## config.mk

```make
export PLATFORM = sky130hd
export DESIGN_NAME = http_chunked_body_decoder
export DESIGN_NICKNAME = d
export VERILOG_FILES = /design/src/hcbd_pkg.sv /design/src/hcbd_core.sv /design/src/http_chunked_body_decoder.sv
export SDC_FILE = /design/constraint.sdc
export NUM_CORES = 1
export LEC_CHECK = 0
export BUFFER_PORTS_ARGS = -buffer_cell sky130_fd_sc_hd__buf_2
export CAP_MARGIN = 10
export CORE_UTILIZATION = 45
export CTS_CLUSTER_DIAMETER = 150
export DETAILED_ROUTE_END_ITERATION = 8
export PLACE_DENSITY_LB_ADDON = 0.12
export SLEW_MARGIN = 0
export SYNTH_ARGS = -nofsm -noshare
export SYNTH_HDL_FRONTEND = slang
export SYNTH_HIERARCHICAL = 1
export SYNTH_SLANG_ARGS = --single-unit
```

## constraint.sdc

```tcl
create_clock -name clk_i -period 2.94 [get_ports clk_i]
set_clock_uncertainty 0.1 [all_clocks]
set_input_delay 0.588 -clock clk_i [delete_from_list [all_inputs] [get_ports clk_i]]
set_output_delay 0.588 -clock clk_i [all_outputs]
set_load 0.01 [all_outputs]
```

## src/hcbd_pkg.sv

```systemverilog
package hcbd_pkg;

  // Default width of the chunk size and payload counters.
  localparam int unsigned SizeBitsDef = 32;

  // One result: payload marker, payload byte and the two sticky flags.
  typedef struct packed {
    logic       body_valid;
    logic [7:0] body_byte;
    logic       error_flag;
    logic       last_chunk_seen;
  } res_t;

endpackage

```

## src/hcbd_core.sv

```systemverilog
module hcbd_core #(
  parameter int unsigned SIZE_BITS = hcbd_pkg::SizeBitsDef
) (
  input  logic             clk_i,
  input  logic             rst_ni,
  input  logic             step_en_i,
  input  logic [7:0]       data_byte_i,
  output hcbd_pkg::res_t   res_o
);
  import hcbd_pkg::*;

  localparam logic [7:0] ByteCr = 8'h0D;
  localparam logic [7:0] ByteLf = 8'h0A;

  typedef enum logic [1:0] {
    MODE_HEX      = 2'd0,
    MODE_HEX_END  = 2'd1,
    MODE_BODY     = 2'd2,
    MODE_BODY_END = 2'd3
  } mode_e;

  mode_e                mode_q, mode_d;
  logic                 pend_q, pend_d;
  logic                 first_cr_q, first_cr_d;
  logic                 digit_seen_q, digit_seen_d;
  logic [SIZE_BITS-1:0] size_q, size_d;
  logic [SIZE_BITS-1:0] bread_q, bread_d;
  logic                 err_q, err_d;
  logic                 zero_q, zero_d;

  logic                 is_hex;
  logic [3:0]           hex_val;
  logic                 le_pend_in, le_first_in;
  logic                 le_err, le_done, le_pend, le_first;
  logic [SIZE_BITS-1:0] bread_inc;

  // Decode one ASCII hex digit.
  always_comb begin
    is_hex  = 1'b1;
    hex_val = 4'd0;
    if (data_byte_i >= 8'h30 && data_byte_i <= 8'h39) begin
      hex_val = 4'(data_byte_i - 8'h30);
    end else if (data_byte_i >= 8'h41 && data_byte_i <= 8'h46) begin
      hex_val = 4'(data_byte_i - 8'h37);
    end else if (data_byte_i >= 8'h61 && data_byte_i <= 8'h66) begin
      hex_val = 4'(data_byte_i - 8'h57);
    end else begin
      is_hex = 1'b0;
    end
  end

  // Line-end checker: a payload that ran out restarts the pair from scratch.
  always_comb begin
    le_pend_in  = (mode_q == MODE_BODY) ? 1'b0 : pend_q;
    le_first_in = (mode_q == MODE_BODY) ? 1'b0 : first_cr_q;
    le_done     = le_pend_in && le_first_in && (data_byte_i == ByteLf);
    le_err      = !((data_byte_i == ByteCr) || (data_byte_i == ByteLf)) ||
                  (le_pend_in && !le_done);
    le_pend     = !le_pend_in;
    le_first    = !le_pend_in && (data_byte_i == ByteCr);
  end

  assign bread_inc = bread_q + SIZE_BITS'(1);

  always_comb begin
    mode_d       = mode_q;
    pend_d       = pend_q;
    first_cr_d   = first_cr_q;
    digit_seen_d = digit_seen_q;
    size_d       = size_q;
    bread_d      = bread_q;
    err_d        = err_q;
    zero_d       = zero_q;
    res_o.body_valid = 1'b0;
    res_o.body_byte  = 8'd0;

    if (!err_q) begin
      case (mode_q)
        MODE_HEX: begin
          if (is_hex) begin
            if (size_q[SIZE_BITS-1 -: 4] != 4'd0) begin
              err_d = 1'b1;
            end else begin
              size_d       = {size_q[SIZE_BITS-5:0], hex_val};
              digit_seen_d = 1'b1;
            end
          end else if (data_byte_i == ByteCr) begin
            if (!digit_seen_q) begin
              err_d = 1'b1;
            end else begin
              if (size_q == '0) zero_d = 1'b1;
              bread_d      = '0;
              digit_seen_d = 1'b0;
              pend_d       = 1'b1;
              first_cr_d   = 1'b1;
              mode_d       = MODE_HEX_END;
            end
          end else begin
            err_d = 1'b1;
          end
        end
        MODE_HEX_END: begin
          if (le_err) begin
            err_d = 1'b1;
          end else begin
            pend_d     = le_pend;
            first_cr_d = le_first;
            if (le_done) mode_d = (size_q == '0) ? MODE_BODY_END : MODE_BODY;
          end
        end
        MODE_BODY: begin
          if (bread_q < size_q) begin
            res_o.body_valid = 1'b1;
            res_o.body_byte  = data_byte_i;
            bread_d          = bread_inc;
            if (bread_inc == size_q) begin
              pend_d     = 1'b0;
              first_cr_d = 1'b0;
              mode_d     = MODE_BODY_END;
            end
          end else begin
            mode_d = MODE_BODY_END;
            if (le_err) begin
              err_d = 1'b1;
            end else begin
              pend_d     = le_pend;
              first_cr_d = le_first;
              if (le_done) begin
                size_d = '0;
                mode_d = MODE_HEX;
              end
            end
          end
        end
        MODE_BODY_END: begin
          if (le_err) begin
            err_d = 1'b1;
          end else begin
            pend_d     = le_pend;
            first_cr_d = le_first;
            if (le_done) begin
              size_d = '0;
              mode_d = MODE_HEX;
            end
          end
        end
        default: begin
          err_d = 1'b1;
        end
      endcase
    end

    res_o.error_flag      = err_d;
    res_o.last_chunk_seen = zero_d;
  end

  always_ff @(posedge clk_i or negedge rst_ni) begin
    if (!rst_ni) begin
      mode_q       <= MODE_HEX;
      pend_q       <= 1'b0;
      first_cr_q   <= 1'b0;
      digit_seen_q <= 1'b0;
      size_q       <= '0;
      bread_q      <= '0;
      err_q        <= 1'b0;
      zero_q       <= 1'b0;
    end else if (step_en_i) begin
      mode_q       <= mode_d;
      pend_q       <= pend_d;
      first_cr_q   <= first_cr_d;
      digit_seen_q <= digit_seen_d;
      size_q       <= size_d;
      bread_q      <= bread_d;
      err_q        <= err_d;
      zero_q       <= zero_d;
    end
  end

endmodule

```

## src/http_chunked_body_decoder.sv

```systemverilog
// Decoder for the body of an HTTP chunked transfer stream, one raw byte per
// request. Each input byte yields exactly one result: the tuser bit marks a
// payload byte, tdata carries that byte (zero otherwise) together with a
// sticky framing-error flag and a sticky flag that a zero-size chunk line has
// been read. Size lines must be plain hex digits closed by CR LF; chunk
// extensions, trailers, empty sizes, sizes that overflow SIZE_BITS and any
// stray byte where CR or LF belongs set the error, after which every byte is
// dropped from decoding. The block takes one byte every cycle while the output
// is not stalled: a byte is held in the input register, decoded by the state
// update as it moves on, and its result is held in the output register. The
// throughput is set by the loop through the chunk size and payload counters.
// When the output is stalled the input register still takes one more byte
// before tready drops.
module http_chunked_body_decoder #(
  parameter int unsigned SIZE_BITS = hcbd_pkg::SizeBitsDef
) (
  input  logic        clk_i,
  input  logic        rst_ni,
  // Input bytes
  input  logic        s_axis_tvalid_i,
  output logic        s_axis_tready_o,
  input  logic [7:0]  s_axis_tdata_i,   // [7:0] data_byte
  // Results
  output logic        m_axis_tvalid_o,
  input  logic        m_axis_tready_i,
  output logic [15:0] m_axis_tdata_o,   // [7:0] body_byte, [8] error_flag,
                                        // [9] last_chunk_seen, [15:10] zero
  output logic        m_axis_tuser_o    // [0] body_valid
);
  import hcbd_pkg::*;

  logic       in_valid_q, in_valid_d;
  logic [7:0] in_byte_q;
  logic       out_valid_q, out_valid_d;
  res_t       out_q;
  res_t       step_res;
  logic       s_accept;
  logic       advance;

  // Move the held byte into the result register when that register is free
  // or being drained this cycle.
  assign advance         = in_valid_q && (!out_valid_q || m_axis_tready_i);
  assign s_axis_tready_o = !in_valid_q || advance;
  assign s_accept        = s_axis_tvalid_i && s_axis_tready_o;

  hcbd_core #(
    .SIZE_BITS(SIZE_BITS)
  ) u_core (
    .clk_i      (clk_i),
    .rst_ni     (rst_ni),
    .step_en_i  (advance),
    .data_byte_i(in_byte_q),
    .res_o      (step_res)
  );

  always_comb begin
    in_valid_d = in_valid_q;
    if (s_accept) begin
      in_valid_d = 1'b1;
    end else if (advance) begin
      in_valid_d = 1'b0;
    end
    out_valid_d = out_valid_q;
    if (advance) begin
      out_valid_d = 1'b1;
    end else if (m_axis_tready_i) begin
      out_valid_d = 1'b0;
    end
  end

  always_ff @(posedge clk_i or negedge rst_ni) begin
    if (!rst_ni) begin
      in_valid_q  <= 1'b0;
      out_valid_q <= 1'b0;
    end else begin
      in_valid_q  <= in_valid_d;
      out_valid_q <= out_valid_d;
    end
  end

  // Payload registers: hold until replaced.
  always_ff @(posedge clk_i) begin
    if (s_accept) begin
      in_byte_q <= s_axis_tdata_i;
    end
    if (advance) begin
      out_q <= step_res;
    end
  end

  assign m_axis_tvalid_o = out_valid_q;
  assign m_axis_tuser_o  = out_q.body_valid;
  assign m_axis_tdata_o  = {6'd0, out_q.last_chunk_seen, out_q.error_flag,
                            out_q.body_byte};

  // A payload byte is never reported together with a framing error.
  assert property (@(posedge clk_i) disable iff (!rst_ni)
    out_valid_q |-> !(out_q.body_valid && out_q.error_flag))
    else $error("payload byte marked valid after a framing error");

  // An empty result register always lets a new byte in.
  assert property (@(posedge clk_i) disable iff (!rst_ni)
    !out_valid_q |-> s_axis_tready_o)
    else $error("input stalled while result register is empty");

  // Once a delivered result shows the error, every later result shows it.
  assert property (@(posedge clk_i) disable iff (!rst_ni)
    (out_valid_q && m_axis_tready_i && out_q.error_flag)
      |=> (!out_valid_q || out_q.error_flag))
    else $error("sticky error flag cleared");

  // The last-chunk flag is sticky as well.
  assert property (@(posedge clk_i) disable iff (!rst_ni)
    (out_valid_q && m_axis_tready_i && out_q.last_chunk_seen)
      |=> (!out_valid_q || out_q.last_chunk_seen))
    else $error("sticky last-chunk flag cleared");

endmodule

```

After elaboration in Yosys (flattened, before gate mapping)
Cells that the tools add are included.
W data, S select, Z words.
{"block": "word_totals", "ff_bits": 92, "input_bits": 12, "output_inout_bits": 19, "elab_cells": 146}
{"block": "op_classes", "n_addsub": 4, "n_lt_le_gt_ge": 7, "n_eq_ne": 19, "muxes": 64, "bitwise": 3, "n_reduce_logical": 34}
{"operator": "$mux W32", "n": 9}
{"operator": "$pmux W32 S3", "n": 1}
{"operator": "$pmux W32 S2", "n": 1}
{"operator": "$mux W1", "n": 34}
{"operator": "$add A32 B1 Y32 const B", "n": 1}
{"operator": "$eq A32 B32 Y1", "n": 1}
{"operator": "$logic_not A32 Y1", "n": 1}
{"operator": "$lt A32 B32 Y1", "n": 1}
{"operator": "$mux W2", "n": 11}
{"operator": "$eq A8 B4 Y1 const B", "n": 2}
{"operator": "$ge A8 B7 Y1 const B", "n": 2}
{"operator": "$le A8 B7 Y1 const B", "n": 2}
{"operator": "$ne A2 B2 Y1 const B", "n": 7}
{"operator": "$mux W4", "n": 3}
{"operator": "$reduce_and A6 Y1", "n": 2}
{"operator": "$ne A2 B1 Y1 const B", "n": 5}
{"operator": "$reduce_and A10 Y1", "n": 1}
{"operator": "$logic_and A1 B1 Y1", "n": 9}
{"operator": "$mux W9", "n": 1}
{"operator": "$pmux W1 S3", "n": 3}
{"operator": "$ge A8 B6 Y1 const B", "n": 1}
{"operator": "$le A8 B6 Y1 const B", "n": 1}
{"operator": "$pmux W2 S4", "n": 1}
{"operator": "$reduce_bool A2 Y1", "n": 4}
{"operator": "other kinds (15)", "n": 27}

Logic depth before layout (Yosys ltp)
Gate-level depths: netlist of run 1.
{"block": "logic_depth", "word_depth": 11, "mapped_depth": 13, "ltp_nobuf": 10}

Hierarchy
Netlist of run 1, hierarchy kept.
{"mod": "hcbd_core", "instances": 1, "cells_each": 688, "area_each_um2": 5759.3, "seq_area_each_um2": 1776.7}
{"mod": "http_chunked_body_decoder", "instances": 1, "cells_each": 34, "area_each_um2": 723.2, "seq_area_each_um2": 620.6}

Least setup slack after synthesis of run 1
Ideal clock, no wire load.
{"block": "synth_path", "path_type": "flip-flop to flip-flop", "start": "register u_core.size_q[17]", "end": "register u_core.bread_q[10]", "setup_time_ns": 0.121, "t_arrival_ns": 2.715, "required_ns": 2.719, "path_slack_ns": 0.004, "path_stages_with_launch": 12, "n_path_buf": 1, "synth_period_minus_slack_ns": 2.936, "path_cell_list": "dfrtp_1 -> inv_1 -> ha_1 -> a21oi_1 -> o21ai_0 -> a2111oi_0 -> a32oi_1 -> or2_2 -> buf_2 -> nor3_1 -> mux2_2 -> a22o_1"}
{"block": "synth_via", "elab_chain_len": 3}
{"element": "from (decl)", "line": "hcbd_core.sv:26", "source": "logic [SIZE_BITS-1:0] size_q, size_d;"}
{"element": "from (signal assigned)", "line": "hcbd_core.sv:172", "source": "size_q <= size_d;"}
{"element": "$lt A32 B32 Y1", "line": "hcbd_core.sv:112", "source": "if (bread_q < size_q) begin"}
{"element": "$ne A2 B2 Y1 (no line)"}
{"element": "$reduce_and A7 Y1 (no line)"}
{"element": "to (signal assigned)", "line": "hcbd_core.sv:173", "source": "bread_q <= bread_d;"}
{"element": "to (decl)", "line": "hcbd_core.sv:27", "source": "logic [SIZE_BITS-1:0] bread_q, bread_d;"}
Every way passes these cells.
A chain may end at the register's enable or synchronous reset.

Worst setup path after layout of run 1
{"block": "layout_path", "start": "register u_core.bread_q[1]", "end": "register u_core.bread_q[10]"}
{"block": "layout_via", "elab_chain_len": 3, "word_cells_on_any_way": 6, "classes_between": "1 x add/sub; 1 x order compare; 1 x eq/ne; 2 x mux; 1 x reduce/logical"}
{"element": "$lt A32 B32 Y1 / $add A32 B1 Y32 (equally long branches)", "line": "hcbd_core.sv:112, hcbd_core.sv:63"}
{"element": "$ne A2 B2 Y1 (no line) / $mux W32 (equally long branches)"}
{"element": "$reduce_and A7 Y1 (no line) / $pmux W32 S2 (equally long branches)"}
Parallel ways exist; a longest one is shown, timed or not. The select of a mux whose other input is x is not followed.

==> impl_metrics.ini, run 1 <==
[die]
initial_utilization_pct = 46.3
fp-row-count = 43
core_um2 = 14000
design.die.area_um2 = 14900
die_w_um = 122
die_h_um = 122
io_pins = 31

[place]
gp_congestion = 0.993
port_buffers = 24
dp_slack_ns = -0.139
dpl_cell_area_um2 = 7480
dpl_wire_length_um = 14200
post_place_cells = 987

[setup_path]
crit_arrival_ns = 3.05
crit_path_end_kind = flip-flop
startpoint_type = flip-flop
worst_r2r_endpoint = u_core/bread_q[10]
worst-r2r-cell-count = 10
timing_worst_setup_path_type = reg2reg
required_ns = 3.09
r2r_setup_slack_ns = 0.04
regToRegStartpoint = u_core/bread_q[1]
worst-path-max-fanout = 9

[finish]
antennaDiodeCount = 0
multi_input_area_um2 = 3910
final_core_util_pct = 58.0
synthToLayoutAreaGrowth_pct = 25.2
final_layout_size_suffix_gt1_share_pct = 27.9
final-seq-area_um2 = 2410
stdcell_count = 1014
finalInstanceArea_um2 = 8120
fin_nets = 878
filler_cell_count = 1221

[yosys]
synth.most_common_cell = dfrtp_1
synth-seq-cells = 92
netlist.top_cell.by_area = dfrtp_1
dominantRegCellSynth = dfrtp_1
synth-async-reset-ratio_pct = 79.3
syn_area_per_cell_um2 = 8.98
syn_inst = 722
netlist-cell-type-count = 69
ys.warnings.count = 6
synth-edff-count = 19
post-synth-top-area-fraction_pct = 28.2
synth_area_leaders = dfrtp_1, edfxtp_1, ha_1
synth.cells.most_frequent = dfrtp_1, nand2_1, o31ai_1
synth.cell_area_um2 = 6480
yosysSeqAreaShare_pct = 37.0

[power]
vdd_ir_drop_max_v = 0.000244
cellPowerDensity_nw_per_um2 = 324
power.total_mw = 2.63
p_leak_nw = 3.47

[timing]
min_period_ns = 2.90
grt_setup_unrepaired = true
slew_violations = 0
relSlewSlack_pct = 50.1
crit_path_setup_slack_layout_ns = 0.0408
min_period_over_period_pct = 98.6
worst-slew-pin-transition_ns = 0.748
final_hold_viol_count = 0
setup_viol = 0
fin_hold_ws_ns = 0.140
setup_total_negative_slack_ns = 0
fmax_mhz = 345

[global_routing]
first_global_vias = 5658
gr-total-overflow = 0
globalRouteTotalUtil_pct = 26.1
antenna_found_initial = 0
grt_start_max_net_pins = 67
grt_pass1_wl_um = 29700

[cts]
htreeDepth = 3
cts.sink_count = 92
tritoncts_clock_tree = built
clock_path_buffers = 2
cts_inserted_buffers = 9
ctsHoldBuffers = 0
clk_pin_slew_worst_paths_ns = 0.08
clock_insertion_delay_worst_skew_ns = 0.36
root_buffer = clkbuf_16

[worst_hold_path]
class_of_the_most_critical_hold_timing_path = in2async

[routing]
met3_wirelength_um = 855
routed_wirelength_um = 18900
route.antenna.remaining_nets = 0
drt-initial-drc-count = 472
wl_per_cell_um = 18.7
route.detailed.drc = 0
met2WireLength_um = 8960
route.layer.met1.wl_um = 8570
drtPass1Iterations = 8
detailroute.via_count = 6037
maxUsedRoutingLayer = met4
viasPerCell = 5.95

[flow_run]
maxCapViolCount = 0

[outcome]
result_of_the_run = complete, no violations
## final cells by class
class,count,share of cell area [%]
clock buffers,9,2.77
clock inverters,7,0.802
inverters,44,2.03
multi-input cells,532,48.2
flip-flops and latches,92,29.7
well taps,180,2.77
repair buffers,150,13.8
## cells by family (layout without fill, tap and decap cells)
logic type,Yosys count,after routing,share of synthesized area (%)
buf+inv,103,210,6.89
fa+ha+maj,37,37,7.14
other cells,1,6,0.0578
flops,92,92,37.0
xor+xnor,48,48,6.49
compound gates,183,183,19.7
simple gates,254,254,22.1
mux,4,4,0.656
## cell usage in the layout (no fill, tap or decap), types with 6 or more instances in the layout
cell type	count
and3_1	6
buf_2	23
xnor2_1	32
and2_1	10
ha_1	34
nor3_1	13
xor2_1	15
edfxtp_1	19
nand3_1	12
buf_4	121
nand2b_1	10
nor4_1	15
clkbuf_16	9
dfrtp_1	65
a22o_1	25
dfrtp_2	8
nand4_1	31
o31ai_1	44
conb_1	6
nand2_1	70
o21ai_0	42
a21oi_1	13
and4_1	9
inv_1	42
nor2_1	25
## worst max-delay path by stage
stage                            startpoint                 end  slack (ns)  cells after the start
after global placement    u_core/bread_q[0]       u_core/pend_q       -0.09                      9
after floorplan           u_core/size_q[17]  u_core/bread_q[10]       0.004                     11
after detailed placement  u_core/size_q[19]  u_core/bread_q[12]       -0.14                     11
final                     u_core/bread_q[1]  u_core/bread_q[10]        0.04                     10
after CTS                 u_core/size_q[29]  u_core/bread_q[12]       0.003                     11
after global routing       u_core/size_q[4]  u_core/bread_q[10]       -0.04                     11
## routing by layer
metal | vias to the layer above | GRT usage (%)
li1 | 2877 | -
met1 | 2914 | 35.6
met2 | 207 | 41.6
met3 | 39 | 2.90
met4 | 0 | 11.6
met5 | - | 0
## sequential cells by signal, indices dropped and copies added, names as in the netlist
register             count
u_core/digit_seen_q      1
u_core/zero_q            1
u_core/first_cr_q        1
u_core/bread_q          32
u_core/size_q           32
m_axis_tvalid_o          1
u_core/mode_q            2
in_byte_q                8
m_axis_tdata_o          10
in_valid_q               1
m_axis_tuser_o           1
u_core/pend_q            1
u_core/err_q             1
## critical path: stages, from the launching register on
cell and delay (ns):
dfrtp_2 0.45, ha_1 0.27, nor2b_1 0.13, o311a_1 0.31
o221ai_2 0.28, a21oi_2 0.10, or2_4 0.30, buf_12 0.15
nor3_2 0.21, mux2_4 0.32, a22o_1 0.18
## repair_timing
action / CTS / global route
pin swaps: 3 / 12
setup buffers: 4 / 7
gates resized for setup: 11 / 49
endpoints found under the setup margin: 34 / 46
## report_power, final
part	switching (mW)	internal, mW
Clock	0.568	0.598
Sequential	0.0166	1.33
Combinational	0.0763	0.0473
Note: power is estimated with default switching activity, not from simulation.
==> run 2, diff against run 1 <==
SYNTH_HIERARCHICAL = unset   (was 1)
clock period = 3.6 ns   (was 2.94 ns; I/O delays follow)
==> impl_metrics.ini, run 2 <==
[cts]
ctsHoldBuffers = 0
clock_path_buffers = 2
root_buffer = clkbuf_16
tritoncts_clock_tree = built
cts_inserted_buffers = 9
clk_pin_slew_worst_paths_ns = 0.07
htreeDepth = 3
clock_insertion_delay_worst_skew_ns = 0.36
cts.sink_count = 92

[setup_path]
required_ns = 3.74
worst-r2r-cell-count = 11
timing_worst_setup_path_type = reg2reg
launching_instance_or_port_of_the_critical_path = u_core.bread_q[0]
regToRegStartpoint = u_core.bread_q[0]
crit_arrival_ns = 3.60
crit_path_end_kind = flip-flop
startpoint_type = flip-flop
worst_r2r_endpoint = u_core.pend_q
r2r_setup_slack_ns = 0.14
worst-path-max-fanout = 6

[die]
core_um2 = 13200
io_pins = 31
die_w_um = 118
fp-row-count = 42
design.die.area_um2 = 14000
initial_utilization_pct = 46.1
die_h_um = 118

[place]
port_buffers = 24
dpl_wire_length_um = 11800
post_place_cells = 867
dp_slack_ns = 0.0952
gp_congestion = 0.956
dpl_cell_area_um2 = 6440

[routing]
route.detailed.drc = 0
drt-initial-drc-count = 455
wl_per_cell_um = 18.4
detailroute.via_count = 5174
routed_wirelength_um = 16300
viasPerCell = 5.86
route.antenna.remaining_nets = 0
drtPass1Iterations = 4

[finish]
fin_nets = 751
synthToLayoutAreaGrowth_pct = 11.1
layout_common_cells = nand2_1, dfrtp_1, o31ai_1
stdcell_count = 883
final_core_util_pct = 51.2
finalInstanceArea_um2 = 6750
final_layout_size_suffix_gt1_share_pct = 12.2
antennaDiodeCount = 0

[timing]
slew_violations = 0
setup_total_negative_slack_ns = 0
worst-slew-pin-transition_ns = 0.971
fmax_mhz = 289
setup_viol = 0
min_period_ns = 3.46
min_period_over_period_pct = 96.2
final_hold_viol_count = 0
grt_setup_unrepaired = false
crit_path_setup_slack_layout_ns = 0.138
relSlewSlack_pct = 35.3

[yosys]
post-synth-top-area-fraction_pct = 30.1
synth-async-reset-ratio_pct = 79.3
synthAdderAreaFrac_pct = 7.62
synth-compound-area-share_pct = 19.2
synth_simple_gate_area_share_pct = 20.4
netlist-cell-type-count = 63
syn_area_per_cell_um2 = 8.92
synth-edff-count = 19
synth.cells.most_frequent = dfrtp_1, nand2_1, o21ai_0, o31ai_1, inv_1
yosysSeqAreaShare_pct = 39.5
main_combinational_cell_family_by_area_after_synthesis = simple AND/OR/NAND/NOR gates
synth_area_leaders = dfrtp_1, edfxtp_1, ha_1
syn_inst = 681
synth-seq-cells = 92
synth.cell_area_um2 = 6080
synth-xor-area-share_pct = 6.63
ys.warnings.count = 0
dominantRegCellSynth = dfrtp_1
synth.area.mux_share_pct = 0.515
netlist.top_cell.by_area = dfrtp_1

[global_routing]
globalRouteTotalUtil_pct = 24.6
grt_pass1_wl_um = 26800
gr-total-overflow = 0
grt_start_max_net_pins = 74
antenna_found_initial = 0
first_global_vias = 5120

[power]
cellPowerDensity_nw_per_um2 = 314
vdd_ir_drop_max_v = 0.000259
p_leak_nw = 2.77

[worst_hold_path]
hold_path_depth = 2
timing.hold.worst_endpoint = u_core.digit_seen_q
class_of_the_most_critical_hold_timing_path = reg2reg
worstHoldStart = u_core.digit_seen_q

[outcome]
result_of_the_run = complete, no violations

[flow_run]
maxCapViolCount = 0
==> run 2: changes by cell type after synthesis, sizes merged, moves of 7 or more <==
cell	delta
and4	-7
a31oi	+8
nand4	-11
a22o	-24
clkbuf	-7
o41ai	+8
nor2	+13
==> run 2: power by group <==
group | total (mW) | internal [mW] | switching, mW
clock | 0.953 | 0.488 | 0.465
sequential | 1.09 | 1.08 | 0.00978
combinational | 0.0762 | 0.0242 | 0.0519
total | 2.12 | 1.59 | 0.527
==> run 2: critical path: stages (launching register included) <==
cell	delay, ns
dfrtp_1	0.43
ha_1	0.30
nand3_1	0.22
or3_1	0.57
nor2_1	0.22
xnor2_1	0.20
nand4_1	0.14
nor4_1	0.32
buf_4	0.19
nand4_1	0.13
and2_4	0.21
o32a_1	0.32
==> run 2: metrics by stage <==
step                hold slack, ns  power [mW]
floorplan                    0.324        1.15
global placement             0.367        1.19
detailed placement           0.373        1.19
CTS                          0.391        2.15
global route                 0.420        2.20
finish                       0.388        2.12
==> run 2: logic make-up after synthesis <==
kind of cell	Yosys count
muxes	3
DFF	92
AOI/OAI and AO/OA	173
adders and majority gates	37
and+or+nand+nor	239
xor gates and xnor gates	46
other	1
buffers and inverters	90
==> run 2: worst max path at each step <==
| stage | to | slack [ns] | depth (start not counted) |
|---|---|---|---|
| global placement | u_core.pend_q | 0.13 | 10 |
| finish | u_core.pend_q | 0.14 | 11 |
| CTS | u_core.pend_q | 0.09 | 10 |
| floorplan | u_core.bread_q[18] | 0.44 | 13 |
| detailed placement | u_core.pend_q | 0.1 | 10 |
| global route | u_core.pend_q | 0.03 | 11 |
==> run 2: layout make-up <==
cell class | instances | area [µm²]
tap | 176 | 220
sequential | 92 | 2400
fill | 1239 | 6440
inverter | 43 | 161
clock inverter | 7 | 66.3
multi-input combinational | 504 | 3340
clock buffer | 9 | 225
timing repair buffer | 52 | 333
==> run 2: what timing repair did <==
action                     CTS  global route
gates resized for setup      0             6
setup endpoints to repair    0             9
setup buffers                0             0
==> run 2: metal layers <==
layer,track usage [%],vias up,share of wire (%)
met3,3.67,27,3.9
met1,34.2,2490,48
met2,38.4,146,46
met4,10.0,0,2.6
li1,-,2511,-
met5,0,-,0
==> run 3, diff against run 2 <==
clock period = 3.1 ns   (was 3.6 ns; I/O delays follow)
==> impl_metrics.ini, run 3 (synthesis gave the netlist of run 2 again) <==
[die]
core_um2 = 13200
io_pins = 31
initial_utilization_pct = 46.1
design.die.area_um2 = 14000
die_w_um = 118
fp-row-count = 42
die_h_um = 118

[routing]
drt-initial-drc-count = 464
detailroute.via_count = 5710
routed_wirelength_um = 18600
route.detailed.drc = 0
route.antenna.remaining_nets = 0
viasPerCell = 5.83
met2WireLength_um = 8880
met3_wirelength_um = 936
drtPass1Iterations = 5
route.layer.met1.wl_um = 8260
maxUsedRoutingLayer = met4
wl_per_cell_um = 19.0

[cts]
cts.sink_count = 92
tritoncts_clock_tree = built
clock_insertion_delay_worst_skew_ns = 0.36
cts_inserted_buffers = 9
clk_pin_slew_worst_paths_ns = 0.07
clock_path_buffers = 2
htreeDepth = 3
ctsHoldBuffers = 0
root_buffer = clkbuf_16

[setup_path]
timing.critical_path.cells = ha_1 > a2111oi_4 > o221ai_1 > o21ai_1 > nor3_1 > a2111oi_2 > o21ai_2 > or4_4 > buf_6 > o31ai_2
critPathSlowestCell = or4_4
critical_path.max_stage_delay_ns = 0.63
startpoint_type = flip-flop
worst_path_dominant_cell_family = compound AO/OA/AOI/OAI gates
timing_worst_setup_path_type = reg2reg
crit_path_end_kind = flip-flop
crit_arrival_ns = 3.21
critical_path_buf_inv_count = 1
worst-path-max-fanout = 8
required_ns = 3.27

[finish]
layout_common_cells = buf_4, nand2_1, dfrtp_1
final_core_util_pct = 59.7
layout.cells.most_common = buf_4
finalInstanceArea_um2 = 7870
stdcell_count = 979
final_layout_size_suffix_gt1_share_pct = 29.5
synthToLayoutAreaGrowth_pct = 29.5
antennaDiodeCount = 0
fin_nets = 847

[timing]
relSlewSlack_pct = 33.8
min_period_over_period_pct = 98.0
setup_viol = 0
fmax_mhz = 329
slew_violations = 0
grt_setup_unrepaired = true
min_period_ns = 3.04
worst-slew-pin-transition_ns = 0.993
final_hold_viol_count = 0
setup_total_negative_slack_ns = 0

[global_routing]
grt_pass1_wl_um = 29100
globalRouteTotalUtil_pct = 27.0
gr-total-overflow = 0
antenna_found_initial = 0
grt_start_max_net_pins = 74
first_global_vias = 5547

[place]
gp_congestion = 0.932
post_place_cells = 952
dpl_wire_length_um = 13300
port_buffers = 24
dpl_cell_area_um2 = 7100

[power]
power.total_mw = 2.55
p_leak_nw = 3.38
vdd_ir_drop_max_v = 0.000330
cellPowerDensity_nw_per_um2 = 325

[flow_run]
maxCapViolCount = 0

[outcome]
result_of_the_run = complete, no violations

[worst_hold_path]
class_of_the_most_critical_hold_timing_path = in2async
run 3: changes by cell type in the layout (fill, tap and decap cells not counted), sizes merged:
cell / delta
or4: +1
bufinv: +1
clkinvlp: -1
buf: +95
run 3: where the power goes:
group / switching (mW) / internal, mW / leakage [nW]
Clock: 0.548 / 0.646 / 0.151
Sequential: 0.0116 / 1.26 / 1.18
Combinational: 0.0629 / 0.0310 / 2.05
run 3: repair_timing:
| item | 4_1_cts | 5_1_grt |
|---|---|---|
| pin swaps | 1 | 16 |
| setup endpoints to repair | 33 | 35 |
| setup buffers | 2 | 8 |
| gates resized for setup | 4 | 98 |
| gates cloned | 0 | 1 |
| endpoints found under the hold margin | 0 | 0 |
run 3: worst paths after layout:
kind | from | to | slack [ns] | cells past startpoint
worst max-delay path | u_core.bread_q[12] | u_core.bread_q[17] | 0.06 | 10
worst min-delay path | rst_ni | u_core.size_q[21] | 0.32 | 1
worst max register to register | u_core.bread_q[12] | u_core.bread_q[17] | 0.06 | 10
worst min register to register | u_core.digit_seen_q | u_core.digit_seen_q | 0.40 | 2
max in group asynchronous | rst_ni | u_core.bread_q[10] | 1.87 | 1
min in group clk_i | s_axis_tdata_i[5] | in_byte_q[5] | 0.33 | 1
run 3: area by class of cell:
cell class	instances	area, µm²
Fill cell	1120	5320
Multi-Input combinational cell	505	3680
Sequential cell	92	2400
Timing Repair Buffer	147	1090
Clock buffer	9	225
Tap cell	176	220
Inverter	43	161
Clock inverter	7	86.3
run 3: metrics by stage:
step	hold WS, ns	setup WS, ns
2_1_floorplan	0.224	0.0141
3_3_place_gp	0.364	-0.0220
3_5_place_dp	0.386	-0.222
4_1_cts	0.321	0.00342
5_1_grt	0.321	-0.0949
6_report	0.318	0.0609
run 3: per-layer routing:
layer	vias to the layer above	GRT usage (%)
met2	164	42.7
li1	2709	-
met3	35	4.05
met1	2802	36.5
met5	-	0
met4	0	12.3
